`src/tpro_pkg.sv`:
```
package tpro_pkg;

    // Default size of the halfword buffer
    localparam int BUFFER_DEPTH_DEF = 16;

    // Decode steps allowed before a walk is declared too long
    localparam int STEP_LIMIT = 16;

    // Entries in the front-to-back queue
    localparam int QUEUE_DEPTH = 2;

    // Stack pointer register number
    localparam logic [3:0] SP_REG = 4'd13;

    // Opcode patterns and masks
    localparam logic [15:0] OP_PUSH_LR    = 16'hb500;
    localparam logic [15:0] OP_WIDE_MIN   = 16'he800;
    localparam logic [15:0] OP_PUSH_W     = 16'he92d;
    localparam logic [15:0] OP_SUB_SP_EXP = 16'hf1ad;
    localparam logic [15:0] OP_SUB_SP_I12 = 16'hf2ad;
    localparam logic [15:0] OP_STR_PRE    = 16'hf84d;
    localparam logic [15:0] OP_VPUSH      = 16'hed2d;
    localparam logic [11:0] STR_PRE_TAIL  = 12'hd04;
    localparam logic [15:0] MASK_EXP      = 16'hfbef;
    localparam logic [15:0] MASK_I12      = 16'hfbff;
    localparam logic [15:0] MASK_IMM7     = 16'hff80;
    localparam logic [15:0] OP_SUB_SP_I7  = 16'hb080;
    localparam logic [15:0] OP_ADD_SP_I7  = 16'hb000;
    localparam logic [15:0] OP_ADD_SP_EXP = 16'hf10d;
    localparam logic [15:0] MASK_PUSH16   = 16'hfe00;
    localparam logic [15:0] OP_PUSH16     = 16'hb400;
    localparam logic [15:0] MASK_TOP5     = 16'hf800;
    localparam logic [15:0] OP_ADD_SP_REG = 16'ha800;
    localparam logic [15:0] OP_LDR_LIT    = 16'h4800;
    localparam logic [15:0] OP_BL_HI      = 16'hf000;
    localparam logic [15:0] MASK_VPUSH    = 16'hffbf;
    localparam logic [15:0] MASK_LDR_W    = 16'hfff0;
    localparam logic [15:0] OP_LDR_W      = 16'hf8d0;

    // Input item
    typedef struct packed {
        logic [15:0] halfword;
        logic        last;
    } load_item_t;

    // Result item
    typedef struct packed {
        logic signed [31:0] ret_offset;
        logic               found;
        logic               unknown_seen;
        logic               long_prologue;
    } result_item_t;

    // Effect of one decoded instruction on the walk
    typedef enum logic [2:0] {
        K_NONE,
        K_PUSH,
        K_ADD,
        K_SUB,
        K_PATTERN,
        K_UNKNOWN
    } kind_t;

    // Record passed from the decoder to the accumulator
    typedef struct packed {
        kind_t       kind;
        logic        force_lr;
        logic [31:0] amount;
        logic        end_walk;
        logic        long_walk;
    } rec_t;

endpackage

```
`src/tpro_front.sv`:
```
module tpro_front #(
    parameter int BUFFER_DEPTH = tpro_pkg::BUFFER_DEPTH_DEF
) (
    input  logic                 clk,
    input  logic                 rst_n,
    input  logic                 load_valid,
    output logic                 load_ready,
    input  tpro_pkg::load_item_t load_item,
    output logic                 push_valid,
    input  logic                 push_ready,
    output tpro_pkg::rec_t       push_rec
);

    localparam int LCW = $clog2(BUFFER_DEPTH + 1);
    localparam int AW  = $clog2(BUFFER_DEPTH);
    localparam int FPW = $clog2(BUFFER_DEPTH + 2 * tpro_pkg::STEP_LIMIT + 8);
    localparam int STW = $clog2(tpro_pkg::STEP_LIMIT + 1);

    typedef enum logic [1:0] {
        S_LOAD,
        S_FETCH,
        S_SHIFT,
        S_DECODE
    } state_t;

    state_t           state_reg;
    logic [LCW-1:0]   lc_reg;
    logic [FPW-1:0]   fp_reg;
    logic [1:0]       need_reg;
    logic [STW-1:0]   step_reg;
    logic [15:0]      w0_reg, w1_reg, w2_reg;
    logic [15:0]      rd_data_reg;
    logic             rd_hit_reg;
    logic [15:0]      hw_mem [BUFFER_DEPTH];

    logic             load_fire;
    logic             push_fire;
    logic             has_room;
    logic             rd_hit;
    logic [AW-1:0]    rd_addr;
    logic [1:0]       size;
    logic             at_limit;
    logic [31:0]      exp_val;
    logic [11:0]      imm12;
    logic             sp_dst;

    function automatic logic [3:0] count_ones13(input logic [12:0] v);
        logic [3:0] c;
        c = '0;
        for (int i = 0; i < 13; i++)
        begin
            c = c + 4'(v[i]);
        end
        return c;
    endfunction

    // Thumb modified immediate
    function automatic logic [31:0] expand_imm(input logic [15:0] h1, input logic [15:0] h2);
        logic [3:0]  up;
        logic [7:0]  lo;
        logic [4:0]  sh;
        logic [31:0] v;
        logic [31:0] r;
        up = {h1[10], h2[14:12]};
        lo = h2[7:0];
        sh = {up, lo[7]};
        v  = {24'b0, 1'b1, lo[6:0]};
        if (up[3:2] == 2'b00)
        begin
            unique case (up[1:0])
                2'd0:    r = {24'b0, lo};
                2'd1:    r = {8'b0, lo, 8'b0, lo};
                2'd2:    r = {lo, 8'b0, lo, 8'b0};
                default: r = {lo, lo, lo, lo};
            endcase
        end
        else
        begin
            // rotate right, amount is 8..31 here
            r = (v >> sh) | (v << (6'd32 - {1'b0, sh}));
        end
        return r;
    endfunction

    assign load_ready = (state_reg == S_LOAD);
    assign load_fire  = load_valid && load_ready;
    assign push_valid = (state_reg == S_DECODE);
    assign push_fire  = push_valid && push_ready;
    assign has_room   = (lc_reg < LCW'(BUFFER_DEPTH));

    // Halfwords beyond the loaded count read as zero
    assign rd_hit  = (fp_reg < FPW'(lc_reg));
    assign rd_addr = rd_hit ? fp_reg[AW-1:0] : '0;

    // Buffer memory
    always_ff @(posedge clk)
    begin
        if (load_fire && has_room)
        begin
            hw_mem[lc_reg[AW-1:0]] <= load_item.halfword;
        end
        rd_data_reg <= hw_mem[rd_addr];
    end

    // Decode window shift
    always_ff @(posedge clk)
    begin
        if (state_reg == S_FETCH)
        begin
            rd_hit_reg <= rd_hit;
        end
        if (state_reg == S_SHIFT)
        begin
            w0_reg <= w1_reg;
            w1_reg <= w2_reg;
            w2_reg <= rd_hit_reg ? rd_data_reg : 16'h0000;
        end
    end

    // Classify the instruction at the head of the window
    assign size     = (w0_reg >= tpro_pkg::OP_WIDE_MIN) ? 2'd2 : 2'd1;
    assign at_limit = (step_reg == STW'(tpro_pkg::STEP_LIMIT));
    assign exp_val  = expand_imm(w0_reg, w1_reg);
    assign imm12    = {w0_reg[10], w1_reg[14:12], w1_reg[7:0]};
    assign sp_dst   = (w1_reg[11:8] == tpro_pkg::SP_REG);

    always_comb
    begin
        push_rec          = '0;
        push_rec.kind     = tpro_pkg::K_NONE;
        priority if (w0_reg == tpro_pkg::OP_PUSH_LR
                     && (w1_reg & tpro_pkg::MASK_TOP5) == tpro_pkg::OP_BL_HI
                     && w2_reg[15:14] == 2'b11)
        begin
            push_rec.kind = tpro_pkg::K_PATTERN;
        end
        else if ((w0_reg & tpro_pkg::MASK_PUSH16) == tpro_pkg::OP_PUSH16)
        begin
            push_rec.kind     = tpro_pkg::K_PUSH;
            push_rec.force_lr = w0_reg[8];
            push_rec.amount   = 32'(count_ones13({5'b0, w0_reg[7:0]}));
        end
        else if (w0_reg == tpro_pkg::OP_PUSH_W)
        begin
            push_rec.kind     = tpro_pkg::K_PUSH;
            push_rec.force_lr = w1_reg[14];
            push_rec.amount   = 32'(count_ones13(w1_reg[12:0]));
        end
        else if ((w0_reg & tpro_pkg::MASK_IMM7) == tpro_pkg::OP_SUB_SP_I7)
        begin
            push_rec.kind   = tpro_pkg::K_ADD;
            push_rec.amount = 32'(w0_reg[6:0]);
        end
        else if ((w0_reg & tpro_pkg::MASK_EXP) == tpro_pkg::OP_SUB_SP_EXP)
        begin
            push_rec.kind   = sp_dst ? tpro_pkg::K_ADD : tpro_pkg::K_NONE;
            push_rec.amount = {2'b00, exp_val[31:2]};
        end
        else if ((w0_reg & tpro_pkg::MASK_I12) == tpro_pkg::OP_SUB_SP_I12)
        begin
            push_rec.kind   = sp_dst ? tpro_pkg::K_ADD : tpro_pkg::K_NONE;
            push_rec.amount = 32'(imm12[11:2]);
        end
        else if ((w0_reg & tpro_pkg::MASK_TOP5) == tpro_pkg::OP_ADD_SP_REG)
        begin
            // 3-bit target field never names SP
            push_rec.kind = tpro_pkg::K_NONE;
        end
        else if ((w0_reg & tpro_pkg::MASK_IMM7) == tpro_pkg::OP_ADD_SP_I7)
        begin
            push_rec.kind   = tpro_pkg::K_SUB;
            push_rec.amount = 32'(w0_reg[6:0]);
        end
        else if ((w0_reg & tpro_pkg::MASK_EXP) == tpro_pkg::OP_ADD_SP_EXP)
        begin
            push_rec.kind   = sp_dst ? tpro_pkg::K_SUB : tpro_pkg::K_NONE;
            push_rec.amount = {2'b00, exp_val[31:2]};
        end
        else if (w0_reg == tpro_pkg::OP_STR_PRE)
        begin
            push_rec.kind   = (w1_reg[11:0] == tpro_pkg::STR_PRE_TAIL)
                              ? tpro_pkg::K_ADD : tpro_pkg::K_NONE;
            push_rec.amount = 32'd1;
        end
        else if ((w0_reg & tpro_pkg::MASK_VPUSH) == tpro_pkg::OP_VPUSH)
        begin
            push_rec.kind   = tpro_pkg::K_ADD;
            push_rec.amount = 32'(w1_reg[7:0]);
        end
        else if ((w0_reg & tpro_pkg::MASK_TOP5) == tpro_pkg::OP_LDR_LIT)
        begin
            push_rec.kind = tpro_pkg::K_NONE;
        end
        else if ((w0_reg & tpro_pkg::MASK_LDR_W) == tpro_pkg::OP_LDR_W)
        begin
            push_rec.kind = tpro_pkg::K_NONE;
        end
        else
        begin
            push_rec.kind = tpro_pkg::K_UNKNOWN;
        end
        push_rec.end_walk  = (push_rec.kind == tpro_pkg::K_PATTERN) || at_limit;
        push_rec.long_walk = (push_rec.kind != tpro_pkg::K_PATTERN) && at_limit;
    end

    // Load and walk sequencer
    always_ff @(posedge clk or negedge rst_n)
    begin
        if (!rst_n)
        begin
            state_reg <= S_LOAD;
            lc_reg    <= '0;
            fp_reg    <= '0;
            need_reg  <= '0;
            step_reg  <= '0;
        end
        else
        begin
            unique case (state_reg)
                S_LOAD:
                begin
                    if (load_fire)
                    begin
                        if (has_room)
                        begin
                            lc_reg <= lc_reg + 1'b1;
                        end
                        if (load_item.last)
                        begin
                            state_reg <= S_FETCH;
                            fp_reg    <= '0;
                            need_reg  <= 2'd3;
                            step_reg  <= '0;
                        end
                    end
                end
                S_FETCH:
                begin
                    state_reg <= S_SHIFT;
                end
                S_SHIFT:
                begin
                    fp_reg    <= fp_reg + 1'b1;
                    need_reg  <= need_reg - 1'b1;
                    state_reg <= (need_reg == 2'd1) ? S_DECODE : S_FETCH;
                end
                S_DECODE:
                begin
                    if (push_fire)
                    begin
                        if (push_rec.end_walk)
                        begin
                            state_reg <= S_LOAD;
                            lc_reg    <= '0;
                            step_reg  <= '0;
                        end
                        else
                        begin
                            state_reg <= S_FETCH;
                            need_reg  <= size;
                            step_reg  <= step_reg + 1'b1;
                        end
                    end
                end
                default:
                begin
                    state_reg <= S_LOAD;
                end
            endcase
        end
    end

`ifndef SYNTHESIS
    a_step_bound: assert property (@(posedge clk) disable iff (!rst_n)
        push_fire |-> step_reg <= STW'(tpro_pkg::STEP_LIMIT))
        else $error("walk step count passed the limit");

    a_end_clears: assert property (@(posedge clk) disable iff (!rst_n)
        push_fire && push_rec.end_walk |=> state_reg == S_LOAD && lc_reg == '0)
        else $error("walk end did not reopen loading");

    a_window_full: assert property (@(posedge clk) disable iff (!rst_n)
        state_reg == S_SHIFT && need_reg == 2'd1 |=> state_reg == S_DECODE)
        else $error("decode entered with partial window");
`endif

endmodule

```
`src/tpro_queue.sv`:
```
module tpro_queue (
    input  logic           clk,
    input  logic           rst_n,
    input  logic           push_valid,
    output logic           push_ready,
    input  tpro_pkg::rec_t push_rec,
    output logic           pop_valid,
    input  logic           pop_ready,
    output tpro_pkg::rec_t pop_rec
);

    localparam int QD  = tpro_pkg::QUEUE_DEPTH;
    localparam int QPW = $clog2(QD);
    localparam int QCW = $clog2(QD + 1);

    tpro_pkg::rec_t  slot_reg [QD];
    logic [QPW-1:0]  wp_reg, rp_reg;
    logic [QCW-1:0]  count_reg;
    logic            push_fire, pop_fire;

    assign push_ready = (count_reg != QCW'(QD));
    assign pop_valid  = (count_reg != '0);
    assign pop_rec    = slot_reg[rp_reg];
    assign push_fire  = push_valid && push_ready;
    assign pop_fire   = pop_valid && pop_ready;

    // Storage
    always_ff @(posedge clk)
    begin
        if (push_fire)
        begin
            slot_reg[wp_reg] <= push_rec;
        end
    end

    // Pointers and fill count
    always_ff @(posedge clk or negedge rst_n)
    begin
        if (!rst_n)
        begin
            wp_reg    <= '0;
            rp_reg    <= '0;
            count_reg <= '0;
        end
        else
        begin
            if (push_fire)
            begin
                wp_reg <= (wp_reg == QPW'(QD - 1)) ? '0 : wp_reg + 1'b1;
            end
            if (pop_fire)
            begin
                rp_reg <= (rp_reg == QPW'(QD - 1)) ? '0 : rp_reg + 1'b1;
            end
            if (push_fire && !pop_fire)
            begin
                count_reg <= count_reg + 1'b1;
            end
            else if (pop_fire && !push_fire)
            begin
                count_reg <= count_reg - 1'b1;
            end
        end
    end

`ifndef SYNTHESIS
    a_full_stays: assert property (@(posedge clk) disable iff (!rst_n)
        push_valid && !push_ready |=> pop_valid)
        else $error("full queue lost its entries");
`endif

endmodule

```
`src/tpro_back.sv`:
```
module tpro_back (
    input  logic                   clk,
    input  logic                   rst_n,
    input  logic                   pop_valid,
    output logic                   pop_ready,
    input  tpro_pkg::rec_t         pop_rec,
    output logic                   result_valid,
    input  logic                   result_ready,
    output tpro_pkg::result_item_t result_item
);

    logic [31:0]            offset_reg, offset_next;
    logic                   lr_reg, lr_next;
    logic                   unk_reg, unk_next;
    logic                   found_next;
    logic                   out_valid_reg;
    tpro_pkg::result_item_t out_item_reg;
    logic                   pop_fire;

    // An ending record waits until the output slot is free
    assign pop_ready    = !pop_rec.end_walk || !out_valid_reg || result_ready;
    assign pop_fire     = pop_valid && pop_ready;
    assign result_valid = out_valid_reg;
    assign result_item  = out_item_reg;

    // Apply one record to the running offset
    always_comb
    begin
        offset_next = offset_reg;
        lr_next     = lr_reg;
        unk_next    = unk_reg;
        found_next  = 1'b0;
        unique case (pop_rec.kind)
            tpro_pkg::K_PUSH:
            begin
                if (pop_rec.force_lr || lr_reg)
                begin
                    lr_next     = 1'b1;
                    offset_next = offset_reg + pop_rec.amount;
                end
            end
            tpro_pkg::K_ADD:
            begin
                if (lr_reg)
                begin
                    offset_next = offset_reg + pop_rec.amount;
                end
            end
            tpro_pkg::K_SUB:
            begin
                if (lr_reg)
                begin
                    offset_next = offset_reg - pop_rec.amount;
                end
            end
            tpro_pkg::K_PATTERN:
            begin
                // tail call gives zero
                found_next  = 1'b1;
                offset_next = lr_reg ? offset_reg + 32'd1 : 32'd0;
            end
            tpro_pkg::K_UNKNOWN:
            begin
                unk_next = 1'b1;
            end
            default:
            begin
                offset_next = offset_reg;
            end
        endcase
    end

    // Result payload
    always_ff @(posedge clk)
    begin
        if (pop_fire && pop_rec.end_walk)
        begin
            out_item_reg.ret_offset    <= $signed(offset_next);
            out_item_reg.found         <= found_next;
            out_item_reg.unknown_seen  <= unk_next;
            out_item_reg.long_prologue <= pop_rec.long_walk;
        end
    end

    // Walk state and output valid
    always_ff @(posedge clk or negedge rst_n)
    begin
        if (!rst_n)
        begin
            offset_reg    <= '0;
            lr_reg        <= 1'b0;
            unk_reg       <= 1'b0;
            out_valid_reg <= 1'b0;
        end
        else
        begin
            if (pop_fire && pop_rec.end_walk)
            begin
                offset_reg    <= '0;
                lr_reg        <= 1'b0;
                unk_reg       <= 1'b0;
                out_valid_reg <= 1'b1;
            end
            else
            begin
                if (pop_fire)
                begin
                    offset_reg <= offset_next;
                    lr_reg     <= lr_next;
                    unk_reg    <= unk_next;
                end
                if (result_ready)
                begin
                    out_valid_reg <= 1'b0;
                end
            end
        end
    end

`ifndef SYNTHESIS
    a_no_overwrite: assert property (@(posedge clk) disable iff (!rst_n)
        pop_fire && pop_rec.end_walk && out_valid_reg |-> result_ready)
        else $error("result overwritten before it was taken");

    a_found_not_long: assert property (@(posedge clk) disable iff (!rst_n)
        out_valid_reg |-> !(out_item_reg.found && out_item_reg.long_prologue))
        else $error("result both found and long");

    a_cleared_after_end: assert property (@(posedge clk) disable iff (!rst_n)
        pop_fire && pop_rec.end_walk |=> offset_reg == '0 && !lr_reg && !unk_reg)
        else $error("walk state not cleared after result");
`endif

endmodule

```
`src/thumb_prologue_return_offset_core.sv`:
```
// Thumb-2 prologue return-offset analyzer.
// load channel: one item per halfword of a prologue, in memory order. The item
//   with last set closes the buffer and starts the walk. Up to BUFFER_DEPTH
//   halfwords are kept; later ones are dropped, but last still starts the walk.
// result channel: one item per walk, with the word offset of the saved return
//   address and the found, unknown_seen and long_prologue flags.
// Throughput: one halfword accepted per cycle while loading. load_ready stays
//   low from the last halfword until the decoder has issued its final step.
// Walk: the window fills with three halfwords, each through a fetch and a shift
//   state; each decode step then refetches size halfwords (size 1 or 2) the same
//   way, through the single read port of the buffer memory; at most
//   STEP_LIMIT + 1 = 17 steps. The final record passes the queue slot register
//   and then lands in the result register.
// Stall: a result waits in an output register; the next walk's decoder keeps
//   running into a two-entry queue and halts only when the queue is full.
// Reset: rst_n is asynchronous, active low; the buffer, counts and walk state
//   are empty afterwards and no result is pending.
module thumb_prologue_return_offset_core #(
    parameter int BUFFER_DEPTH = tpro_pkg::BUFFER_DEPTH_DEF
) (
    input  logic                   clk,
    input  logic                   rst_n,
    input  logic                   load_valid,
    output logic                   load_ready,
    input  tpro_pkg::load_item_t   load_item,
    output logic                   result_valid,
    input  logic                   result_ready,
    output tpro_pkg::result_item_t result_item
);

    logic           f_valid, f_ready;
    tpro_pkg::rec_t f_rec;
    logic           b_valid, b_ready;
    tpro_pkg::rec_t b_rec;

    // Loader and decoder
    tpro_front #(
        .BUFFER_DEPTH (BUFFER_DEPTH)
    ) u_front (
        .clk        (clk),
        .rst_n      (rst_n),
        .load_valid (load_valid),
        .load_ready (load_ready),
        .load_item  (load_item),
        .push_valid (f_valid),
        .push_ready (f_ready),
        .push_rec   (f_rec)
    );

    // Decoded-record queue
    tpro_queue u_queue (
        .clk        (clk),
        .rst_n      (rst_n),
        .push_valid (f_valid),
        .push_ready (f_ready),
        .push_rec   (f_rec),
        .pop_valid  (b_valid),
        .pop_ready  (b_ready),
        .pop_rec    (b_rec)
    );

    // Offset accumulator and result register
    tpro_back u_back (
        .clk          (clk),
        .rst_n        (rst_n),
        .pop_valid    (b_valid),
        .pop_ready    (b_ready),
        .pop_rec      (b_rec),
        .result_valid (result_valid),
        .result_ready (result_ready),
        .result_item  (result_item)
    );

endmodule

```
`config.mk`:
```
export PLATFORM = sky130hd
export DESIGN_NAME = thumb_prologue_return_offset_core
export DESIGN_NICKNAME = d
export VERILOG_FILES = /design/src/tpro_pkg.sv /design/src/tpro_front.sv /design/src/tpro_queue.sv /design/src/tpro_back.sv /design/src/thumb_prologue_return_offset_core.sv
export SDC_FILE = /design/constraint.sdc
export NUM_CORES = 1
export LEC_CHECK = 0
export BUFFER_PORTS_ARGS = -buffer_cell sky130_fd_sc_hd__buf_4
export CAP_MARGIN = 20
export CORE_MARGIN = 1.5
export CORE_UTILIZATION = 50
export CTS_BUF_LIST = sky130_fd_sc_hd__clkbuf_4 sky130_fd_sc_hd__clkbuf_8
export DETAILED_ROUTE_END_ITERATION = 7
export PLACE_DENSITY = 0.62
export SLEW_MARGIN = 0
export SYNTH_ARGS = -nofsm -noshare
export SYNTH_HDL_FRONTEND = slang
export SYNTH_SLANG_ARGS = --single-unit
```
`constraint.sdc`:
```
create_clock -name clk -period 5.23 [get_ports clk]
set_input_delay 0.7845 -clock clk [delete_from_list [all_inputs] [get_ports clk]]
set_output_delay 0.7845 -clock clk [all_outputs]
set_load 0.005 [all_outputs]
```
* Yosys cells after proc, flatten, opt, wreduce, memory -nomap -nowiden *
Memories as Yosys holds them, arrays and structs flattened. A register that Yosys moved wholly into a read port is not among the register bits.
Cells that the tools add are included.

cells by class
  $add $sub $neg = 31
  order comparisons = 3
  eq/ne operators = 38
  shifts and indexed selects = 2
  muxes and demuxes = 80
  bitwise logic cells = 1
  reductions and logical operators = 36

operators with widths
  operator                 number
  $mux W32                 15
  $pmux W32 S4             1
  $pmux W32 S3             1
  $add A4 B1 Y4            17
  $eq A16 B16 Y1 const B   3
  $mux W5                  8
  $mux W3                  12
  $mux W36                 1
  $mux W33                 1
  $add A32 B1 Y32 const B  1
  $add A32 B32 Y32         1
  $or A32 B32 Y32          1
  $shl A8 B6 Y32           1
  $shr A8 B5 Y32           1
  $sub A32 B32 Y32         1
  $eq A15 B15 Y1 const B   2
  $eq A14 B14 Y1 const B   2
  $mux W2                  14
  $eq A12 B12 Y1 const B   2
  $pmux W5 S2              2
  $eq A9 B9 Y1 const B     2
  $mux W1                  18
  $ge A16 B16 Y1 const B   1
  $reduce_bool A2 Y1       8
  other kinds (34)         75

word-level totals
  bits in registers = 143
  memory bits (writable) = 332
  bits of input ports = 21
  output and inout bits = 37
  memories = 2

memories
  name              words  width  rd ports  clocked after Yosys merged registers in  write ports  line              source
  u_front.hw_mem    16     16     1         1                                        1            tpro_front.sv:34  logic [15:0] hw_mem [BUFFER_DEPTH];
  u_queue.slot_reg  2      38     1         0                                        1            tpro_queue.sv:16  tpro_pkg::rec_t slot_reg [QD];

* Depth between registers and ports, before layout *
Gate-level depths: netlist of the first run.

  depth in word-level cells = 20
  mapped depth = 15

* By module *
From an unflattened synthesis of the first run, not the netlist that was laid out.

second synthesis, totals
  cells, all modules = 2454
  area total of the unflattened synthesis = 26779.4 sq um

by module, submodules not included
  module      instances  cells each  area an instance (sq um)  sequential area each (sq um)
  tpro_front  1          1240        15640.0                   9979.6
  tpro_back   1          1078        8156.6                    1926.8
  tpro_queue  1          136         2982.9                    2382.3

* Worst setup path before layout of the first run *
No wires, ideal clock.

  kind = register -> register
  start point = register u_front.w1_reg[1]
  end point = memory u_queue.slot_reg[0][4] (netlist name), data pin
  library setup time = 285 ps
  arrival = 3714 ps
  path slack = 1231 ps
  cell stages (with the launch flop) = 16
  buffers on the path = 0
  path through = edfxtp_1 -> inv_1 -> ha_1 -> inv_1 -> fa_1 -> fa_1 -> fa_1 -> fa_1 -> inv_1 -> ha_1 -> fa_1 -> xor2_1 -> nand2_1 -> nand3_1 -> a21oi_1 -> nor2_1

RTL lines
  element                 line               source
  start, declared         tpro_front.sv:31   logic [15:0] w0_reg, w1_reg, w2_reg;
  start signal, assigned  tpro_front.sv:115  w1_reg <= w2_reg;
  end, declared           tpro_queue.sv:16

* Final worst setup path of the first run *
  start point = register u_queue.rp_reg
  end point = register u_back.out_item_reg, in the netlist u_back.result_item[34], data pin

on the way
  word-level cells in the longest chain between the ends = 4

RTL lines
  element                                   line                                               source
  start, declared                           tpro_queue.sv:17                                   logic [QPW-1:0] wp_reg, rp_reg;
  start signal, assigned                    tpro_queue.sv:53                                   rp_reg <= (rp_reg == QPW'(QD - 1)) ? '0 : rp_reg + 1'b1;
  $mem_v2 Z2 W38 *                          -
  $sub A32 B32 Y32 (tied with other cells)  tpro_back.sv:53                                    offset_next = offset_reg - pop_rec.amount;
  $mux W32 (on tied branches)               tpro_back.sv:51, tpro_back.sv:36, tpro_back.sv:44
  $pmux W32 S4 *                            tpro_back.sv:33                                    unique case (pop_rec.kind)
  via u_back.offset_next[31]                tpro_back.sv:12                                    logic [31:0] offset_reg, offset_next;
  end, declared                             tpro_back.sv:17                                    tpro_pkg::result_item_t out_item_reg;

The timed path passes the listed nets; every way through them passes the cells marked *.
A chain may end at the register's enable or synchronous reset.

==> results.rst, run 1 <==
.. list-table::
   :header-rows: 1

   * - Metric
     - Value
   * - Outcome
     - completed
   * - Sequential fraction of the synthesis area
     - about 56%
   * - IR Drop Worst-Case VDD
     - between 0.0003 and 0.0004 V
   * - Most common cell after layout, fill and taps aside
     - sky130_fd_sc_hd__edfxtp_1
   * - Share of total power in the clock network
     - 20.5%
   * - Max Fanout on Critical Path
     - 15
   * - GP Congestion
     - 0.927
   * - Boundary Pins
     - 58
   * - Critical Path Source Type
     - flop
   * - Commonest non-fill, non-tap cells in the layout
     - 412 x sky130_fd_sc_hd__edfxtp_1, 259 x sky130_fd_sc_hd__nand2_1, 157 x sky130_fd_sc_hd__nor2_1, 118 x sky130_fd_sc_hd__inv_1, 117 x sky130_fd_sc_hd__a21oi_1
   * - Floorplan core area
     - between 50000 and 60000 um2
   * - Static Leakage
     - between 10 and 15 nW
   * - Required time of the critical path
     - 5.63 ns
   * - CP Data Arrival Time
     - between 4 and 5 ns
   * - Synth cell types
     - 100
   * - P_int
     - 9.90 mW
   * - Wirelength, routed
     - 76100 um
   * - Max FFs per register
     - 256
   * - Tot GR Track Use
     - 29.0%
   * - Cell Pwr Density
     - just over 600 nW/um2
   * - Post-synthesis instance total
     - 2301
   * - Count of endpoints failing hold in the final timing report
     - 0
   * - Final Skew
     - ~0.048 ns
   * - Maximum root-to-sink buffer count
     - 3
   * - Max Freq
     - approximately 220 MHz
   * - Die Y
     - 229 um
   * - Number of antenna violations at the first check in global routing
     - 1
   * - Switching share of total power
     - between 40 and 50%
   * - H-Tree Depth
     - 3
   * - Highest layer used for signal routing
     - met4
   * - Count of input and output buffers
     - 57
   * - Final setup violation count
     - 0
   * - Register bit count reported by yosys
     - 487
   * - Diode insertion count for antenna repair
     - 0
   * - Number of global-route vias before repair
     - 18500
   * - Crit Path Class
     - reg2reg
   * - Clock insertion delay at the later pin of the skew report
     - between 0.6 and 0.7 ns
   * - Synth async-reset ratio
     - 12.1%
   * - Quantity of hold-fixing buffers added after cts
     - 0
   * - Register-to-Register Path Depth
     - 13
   * - Clock sink count
     - 487
   * - Global-route wire length before repair
     - 115000 um
   * - Clock slew seen by the registers of the worst setup and hold paths
     - 0.06 ns
   * - Hold Path Class
     - in2async
   * - Sort of element at the end of the critical path
     - flop
   * - Drt first-iter violations
     - 1733
   * - Final worst path period share
     - between 80% and 90%
   * - Part of the total power dissipated in sequential elements
     - 33.6%
   * - Layout net count
     - 2499
   * - Routed vias/inst
     - 6.12
   * - Post-route ant nets
     - 0
   * - Die area
     - around 52000 um2
   * - Die boundary width
     - ~230 um
   * - Drt drc
     - 0
   * - Met2 WL post-DR
     - 37500 um
   * - Layout cells sized above 1
     - 13.4%
   * - Effective utilization at floorplan
     - 50.7%
   * - Max-slew headroom at the worst pin
     - 25.2%
   * - Power share of the combinational group
     - a little under half
   * - Synthesized area per cell
     - roughly 11 um2
   * - Post-synthesis cell area
     - 25500 um2
   * - FP Rows
     - 82
   * - Post-synth net total
     - roughly 2400
   * - Met1 routed wirelength after detailed routing
     - 30400 um
   * - Clock buffers created by TritonCTS
     - ~80
   * - Number of slew-limit violations in the final report
     - 0
   * - CTS tree
     - yes
   * - Leftover overflow at the end of global routing
     - 0
   * - Sw Pwr
     - 7.31 mW
   * - Sum of net half-perimeters after detailed placement
     - between 50000 and 60000 um
   * - Routed vias
     - 19000
   * - Count of TritonRoute iterations in the first routing pass
     - 6
   * - Post-layout minimum cycle time
     - 4.56 ns
   * - Tightest hold margin
     - approximately 0.23 ns
   * - Fin cells
     - around 3100
   * - Area added between synthesis and finish
     - 11.6%
   * - Total Neg Setup Slack
     - 0 ns
   * - Routed length per placed instance
     - 24.5 um
   * - Total power draw
     - 17.2 mW
   * - Total length of routed met3 wires
     - 4930 um
   * - Top flip-flop cell by instance count after synthesis
     - sky130_fd_sc_hd__edfxtp_1
   * - Number of synthesized flops with an enable pin
     - 412
   * - RSZ-0062 raised after global routing
     - no
   * - Number of placed cells counting well taps
     - 2963
   * - Transition at the pin with the smallest max-transition slack
     - 1.12 ns
   * - Clk root buf
     - sky130_fd_sc_hd__clkbuf_8
   * - Pin count of the biggest net entering global routing
     - 65
   * - Max-capacitance violation count
     - 0
   * - Post-CTS resize count
     - 0
   * - Post-CTS Repair Setup Buffers
     - 0
   * - Synth Warn #
     - 0
-- critical path, cell delays in order (launching register included) --
cell,delay (ns)
sky130_fd_sc_hd__dfrtp_2,0.65
sky130_fd_sc_hd__buf_4,0.25
sky130_fd_sc_hd__mux2i_1,0.52
sky130_fd_sc_hd__ha_1,0.41
sky130_fd_sc_hd__nor2_1,0.20
sky130_fd_sc_hd__o311ai_1,0.20
sky130_fd_sc_hd__a31oi_1,0.33
sky130_fd_sc_hd__nor3_2,0.13
sky130_fd_sc_hd__o31ai_4,0.32
sky130_fd_sc_hd__a41oi_2,0.29
sky130_fd_sc_hd__o21ai_1,0.37
sky130_fd_sc_hd__a41oi_1,0.23
sky130_fd_sc_hd__mux2i_1,0.23
sky130_fd_sc_hd__o221ai_1,0.16
-- power groups by stage --
stage	registers (mW)	logic (mW)	clock network, mW
global placement	5.82	7.75	0
detailed placement	5.84	7.80	0
finish	5.77	7.90	3.53
floorplan	5.47	5.58	0
CTS	5.76	7.83	3.60
global route	5.84	8.63	3.78
-- synth_stat cells, types with 13 or more instances --
cell	n	area, um2
sky130_fd_sc_hd__a211oi_1	13	97.6
sky130_fd_sc_hd__a21o_1	31	233
sky130_fd_sc_hd__a21oi_1	117	586
sky130_fd_sc_hd__a221oi_1	15	131
sky130_fd_sc_hd__a22o_1	26	228
sky130_fd_sc_hd__a31oi_1	33	206
sky130_fd_sc_hd__and2_1	33	206
sky130_fd_sc_hd__and3_1	13	81.3
sky130_fd_sc_hd__buf_2	29	145
sky130_fd_sc_hd__clkbuf_1	75	282
sky130_fd_sc_hd__dfrtp_1	59	1480
sky130_fd_sc_hd__dfxtp_1	16	320
sky130_fd_sc_hd__edfxtp_1	412	12400
sky130_fd_sc_hd__fa_1	13	260
sky130_fd_sc_hd__ha_1	89	1110
sky130_fd_sc_hd__inv_1	119	447
sky130_fd_sc_hd__mux2i_1	104	1040
sky130_fd_sc_hd__nand2_1	260	976
sky130_fd_sc_hd__nand2b_1	21	131
sky130_fd_sc_hd__nand3_1	114	571
sky130_fd_sc_hd__nand4_1	33	206
sky130_fd_sc_hd__nor2_1	172	646
sky130_fd_sc_hd__nor3_1	49	245
sky130_fd_sc_hd__nor4_1	16	100
sky130_fd_sc_hd__o211ai_1	13	97.6
sky130_fd_sc_hd__o21a_1	13	97.6
sky130_fd_sc_hd__o21ai_0	96	480
sky130_fd_sc_hd__o21ai_1	19	95.1
sky130_fd_sc_hd__o221ai_1	42	368
sky130_fd_sc_hd__or3_1	14	87.6
sky130_fd_sc_hd__xnor2_1	20	175
sky130_fd_sc_hd__xor2_1	19	166
-- per-layer routing --
layer	track usage, %	vias to the layer above
met2	49.0	798
met4	12.4	0
met5	0	-
met1	37.0	9305
li1	-	8760
met3	4.89	172
-- area by class of cell --
class                      instances  area (um2)
tap                              672         841
clock inverter                    18         179
sequential                       487       14200
inverter                         120         450
clock buffer                     129        1540
fill                            4293       21800
timing repair buffer             117         913
multi-input combinational       1569       10400
-- logic make-up (layout without fill, tap and decap cells) --
logic type      after synthesis  after routing  synth area share (%)
compound gates              550            550                  14.9
xor+xnor                     40             40                  1.45
fa+ha+maj                   102            102                  5.39
buf+inv                     245            384                  4.19
flops                       487            487                  55.5
mux                         112            112                  4.52
simple gates                765            765                  14.0
-- path summary, 6_finish.rpt --
kind / startpoint / to / slack [ns]
worst max-delay path: u_queue.rp_reg / u_back.result_item[34] / 0.67
worst min-delay path: rst_n / u_back.offset_reg[9] / 0.23
worst max register to register: u_queue.rp_reg / u_back.result_item[34] / 0.67
worst min register to register: u_front.w2_reg[7] / u_front.w1_reg[7] / 0.42
max in group asynchronous: rst_n / u_front.fp_reg[0] / 4.28
min in group clk: u_front.w2_reg[7] / u_front.w1_reg[7] / 0.42
-- stage by stage --
step	utilization (%)	setup WS, ns	instance area [um2]
final	56.6	0.671	28500
after global routing	56.6	0.358	28500
after CTS	56.6	0.729	28400
after detailed placement	53.1	0.759	26700
after global placement	53.1	0.835	26700
after floorplan	-	1.23	25500
No activity file was read; power rests on OpenSTA's default activity.
==> inputs of run 2 (changes only) <==
--- a/config.mk
+++ b/config.mk
@@ -7,12 +7,14 @@
 export LEC_CHECK = 0
 export BUFFER_PORTS_ARGS = -buffer_cell sky130_fd_sc_hd__buf_4
 export CAP_MARGIN = 20
+export CELL_PAD_IN_SITES_DETAIL_PLACEMENT = 2
+export CELL_PAD_IN_SITES_GLOBAL_PLACEMENT = 2
 export CORE_MARGIN = 1.5
-export CORE_UTILIZATION = 50
+export CORE_UTILIZATION = 45
 export CTS_BUF_LIST = sky130_fd_sc_hd__clkbuf_4 sky130_fd_sc_hd__clkbuf_8
 export DETAILED_ROUTE_END_ITERATION = 7
-export PLACE_DENSITY = 0.62
-export SLEW_MARGIN = 0
+export PLACE_DENSITY = 0.79
+export SLEW_MARGIN = 20
 export SYNTH_ARGS = -nofsm -noshare
 export SYNTH_HDL_FRONTEND = slang
 export SYNTH_SLANG_ARGS = --single-unit
==> run 2 against run 1 <==
Die area rose by 11%. Flip-flop and latch count stayed put. First-iteration DRC count increased by 0.75%. Sequential power grew 1%. Clock power rose by 16%. Combinational power rose by 12%. Sequential share of layout area fell by 0.55 points. Critical path depth unchanged. Fmax decreased by 2.1%. Worst hold slack got worse by 0.038 ns. Worst setup slack got worse by 0.097 ns. Final area rose by 1.1%. Critical endpoint unchanged.
==> results.rst, run 2 (synthesis results as in run 1) <==
.. list-table::
   :header-rows: 1

   * - Metric
     - Value
   * - Sum of net half-perimeters after detailed placement
     - 65600 um (was 51600 um)
   * - Clock insertion delay at the later pin of the skew report
     - 0.76 ns (was 0.67 ns)
   * - Transition at the pin with the smallest max-transition slack
     - 1.06 ns (was 1.12 ns)
   * - P_int
     - 10.1 mW (was 9.90 mW)
   * - Crit Path Class
     - reg2reg (unchanged)
   * - Diode insertion count for antenna repair
     - 0 (unchanged)
   * - Post-CTS Repair Setup Buffers
     - 0 (unchanged)
   * - IR Drop Worst-Case VDD
     - 0.000351 V (was 0.000348 V)
   * - Clock sink count
     - 487 (unchanged)
   * - Most common cell after layout, fill and taps aside
     - sky130_fd_sc_hd__edfxtp_1 (unchanged)
   * - Clock slew seen by the registers of the worst setup and hold paths
     - 0.07 ns (was 0.06 ns)
   * - Drt first-iter violations
     - 1746 (was 1733)
   * - Hold Path Class
     - in2async (unchanged)
   * - Clock buffers created by TritonCTS
     - 88 (was 81)
   * - Met2 WL post-DR
     - 53000 um (was 37500 um)
   * - RSZ-0062 raised after global routing
     - no (unchanged)
   * - Boundary Pins
     - 58 (unchanged)
   * - Fill cells
     - 5574 (was 4293)
   * - Total length of routed met3 wires
     - 5610 um (was 4930 um)
   * - Max FFs per register
     - 256 (unchanged)
   * - Leftover overflow at the end of global routing
     - 0 (unchanged)
   * - Static Leakage
     - 11.0 nW (was 10.9 nW)
   * - Switching share of total power
     - 46.0% (was 42.5%)
   * - Die Y
     - 241 um (was 229 um)
   * - Post-CTS resize count
     - 0 (unchanged)
   * - CTS tree
     - yes (unchanged)
   * - Routed length per placed instance
     - 32.8 um (was 24.5 um)
   * - Outcome
     - completed (unchanged)
   * - Wirelength, routed
     - 106000 um (was 76100 um)
   * - Tot GR Track Use
     - 36.8% (was 29.0%)
   * - Quantity of hold-fixing buffers added after cts
     - 0 (unchanged)
   * - CP Data Arrival Time
     - 5.11 ns (was 4.96 ns)
   * - Maximum root-to-sink buffer count
     - 3 (unchanged)
   * - GP Congestion
     - 0.940 (was 0.927)
   * - Count of TritonRoute iterations in the first routing pass
     - 6 (unchanged)
   * - Drt drc
     - 0 (unchanged)
   * - Share of total power in the clock network
     - 21.7% (was 20.5%)
   * - Sort of element at the end of the critical path
     - flop (unchanged)
   * - Count of input and output buffers
     - 57 (unchanged)
   * - Sw Pwr
     - 8.62 mW (was 7.31 mW)
   * - Total Neg Setup Slack
     - 0 ns (unchanged)
   * - Post-route ant nets
     - 0 (unchanged)
   * - Routed vias
     - 20900 (was 19000)
   * - Max Fanout on Critical Path
     - 13 (was 15)
   * - Met1 routed wirelength after detailed routing
     - 39100 um (was 30400 um)
   * - Max-capacitance violation count
     - 0 (unchanged)
   * - Cell Pwr Density
     - 652 nW/um2 (was 604 nW/um2)
   * - Final worst path period share
     - 89.0% (was 87.2%)
   * - Die area
     - 58100 um2 (was 52400 um2)
   * - H-Tree Depth
     - 3 (unchanged)
   * - Final setup violation count
     - 0 (unchanged)
   * - Number of slew-limit violations in the final report
     - 0 (unchanged)
   * - Post-layout minimum cycle time
     - 4.66 ns (was 4.56 ns)
   * - Routed vias/inst
     - 6.49 (was 6.12)
   * - Effective utilization at floorplan
     - 45.4% (was 50.7%)
   * - Layout cells sized above 1
     - 13.8% (was 13.4%)
   * - FP Rows
     - 87 (was 82)
   * - Number of placed cells counting well taps
     - 3055 (was 2963)
   * - Number of global-route vias before repair
     - 22800 (was 18500)
   * - Critical Path Source Type
     - flop (unchanged)
   * - Fin cells
     - 3220 (was 3112)
   * - Tightest hold margin
     - 0.190 ns (was 0.229 ns)
   * - Count of endpoints failing hold in the final timing report
     - 0 (unchanged)
   * - Max-slew headroom at the worst pin
     - 27.3% (was 25.2%)
   * - Global-route wire length before repair
     - 155000 um (was 115000 um)
   * - Clk root buf
     - sky130_fd_sc_hd__clkbuf_8 (unchanged)
   * - Highest layer used for signal routing
     - met4 (unchanged)
   * - Area added between synthesis and finish
     - 12.8% (was 11.6%)
   * - Number of antenna violations at the first check in global routing
     - 1 (unchanged)
   * - Power share of the combinational group
     - 47.2% (was 45.9%)
   * - Required time of the critical path
     - 5.69 ns (was 5.63 ns)
   * - Die boundary width
     - 241 um (was 229 um)
   * - Floorplan core area
     - 56200 um2 (was 50300 um2)
   * - Max Freq
     - 215 MHz (was 219 MHz)
   * - Layout net count
     - 2512 (was 2499)
   * - Pin count of the biggest net entering global routing
     - 60 (was 65)
   * - Commonest non-fill, non-tap cells in the layout
     - 412 x sky130_fd_sc_hd__edfxtp_1, 259 x sky130_fd_sc_hd__nand2_1, 157 x sky130_fd_sc_hd__nor2_1, 122 x sky130_fd_sc_hd__buf_4, 118 x sky130_fd_sc_hd__inv_1 (was 412 x sky130_fd_sc_hd__edfxtp_1, 259 x sky130_fd_sc_hd__nand2_1, 157 x sky130_fd_sc_hd__nor2_1, 118 x sky130_fd_sc_hd__inv_1, 117 x sky130_fd_sc_hd__a21oi_1)
   * - Part of the total power dissipated in sequential elements
     - 31.1% (was 33.6%)
   * - Final Skew
     - 0.0694 ns (was 0.0480 ns)
==> run 2: power groups by stage <==
stage	sequential (mW)	combinational, mW	clock [mW]
floorplan	5.47	5.58	0
global placement	5.78	7.81	0
detailed placement	5.84	8.35	0
CTS	5.80	8.75	4.13
global route	5.88	9.44	4.25
finish	5.83	8.85	4.08
==> run 2: cell type report <==
class / count / area, um2 / area share [%]
clock buffers: 116 / 1450 / 5.05
flip-flops and latches: 487 / 14200 / 49.2
well taps: 756 / 946 / 3.29
multi-input cells: 1569 / 10400 / 36.1
repair buffers: 123 / 936 / 3.25
clock inverters: 49 / 447 / 1.55
inverters: 120 / 450 / 1.56
==> run 2: worst paths after layout <==
kind,slack (ns),from,endpoint,depth (start not counted)
min in group clk,0.33,load_item[8],u_front.hw_mem[4][7],1
max reg2reg,0.57,u_queue.rp_reg,u_back.result_item[34],13
min reg2reg,0.43,u_front.w2_reg[10],u_front.w1_reg[10],0
max,0.57,u_queue.rp_reg,u_back.result_item[34],13
max in group asynchronous,4.33,rst_n,u_front.fp_reg[0],1
min,0.19,rst_n,u_front.step_reg[0],1
==> run 2: stage by stage <==
step                worst slack [ns]  instance area, um2  util [%]  power (mW)
floorplan                       1.23               25500         -        11.1
global placement               0.973               26800      47.8        13.6
detailed placement             0.680               26900      47.9        14.2
CTS                            0.620               28800      51.2        18.7
global route                   0.305               28800      51.2        19.6
finish                         0.574               28800      51.2        18.8
==> run 2: layer usage <==
layer / GRT usage [%] / up-vias
met2: 63.9 / 937
met4: 24.9 / 0
met3: 5.72 / 407
met5: 0 / -
li1: - / 8800
met1: 41.7 / 10800
==> run 2: critical path: stages (launching register included) <==
cell	delay, ns
sky130_fd_sc_hd__dfrtp_2	0.57
sky130_fd_sc_hd__buf_4	0.30
sky130_fd_sc_hd__mux2i_1	0.31
sky130_fd_sc_hd__ha_1	0.43
sky130_fd_sc_hd__nor3_2	0.37
sky130_fd_sc_hd__o311ai_0	0.19
sky130_fd_sc_hd__a31oi_1	0.36
sky130_fd_sc_hd__nor3_2	0.14
sky130_fd_sc_hd__o31ai_4	0.32
sky130_fd_sc_hd__a41oi_2	0.29
sky130_fd_sc_hd__o21ai_1	0.38
sky130_fd_sc_hd__a41oi_1	0.24
sky130_fd_sc_hd__mux2i_1	0.26
sky130_fd_sc_hd__o221ai_1	0.20
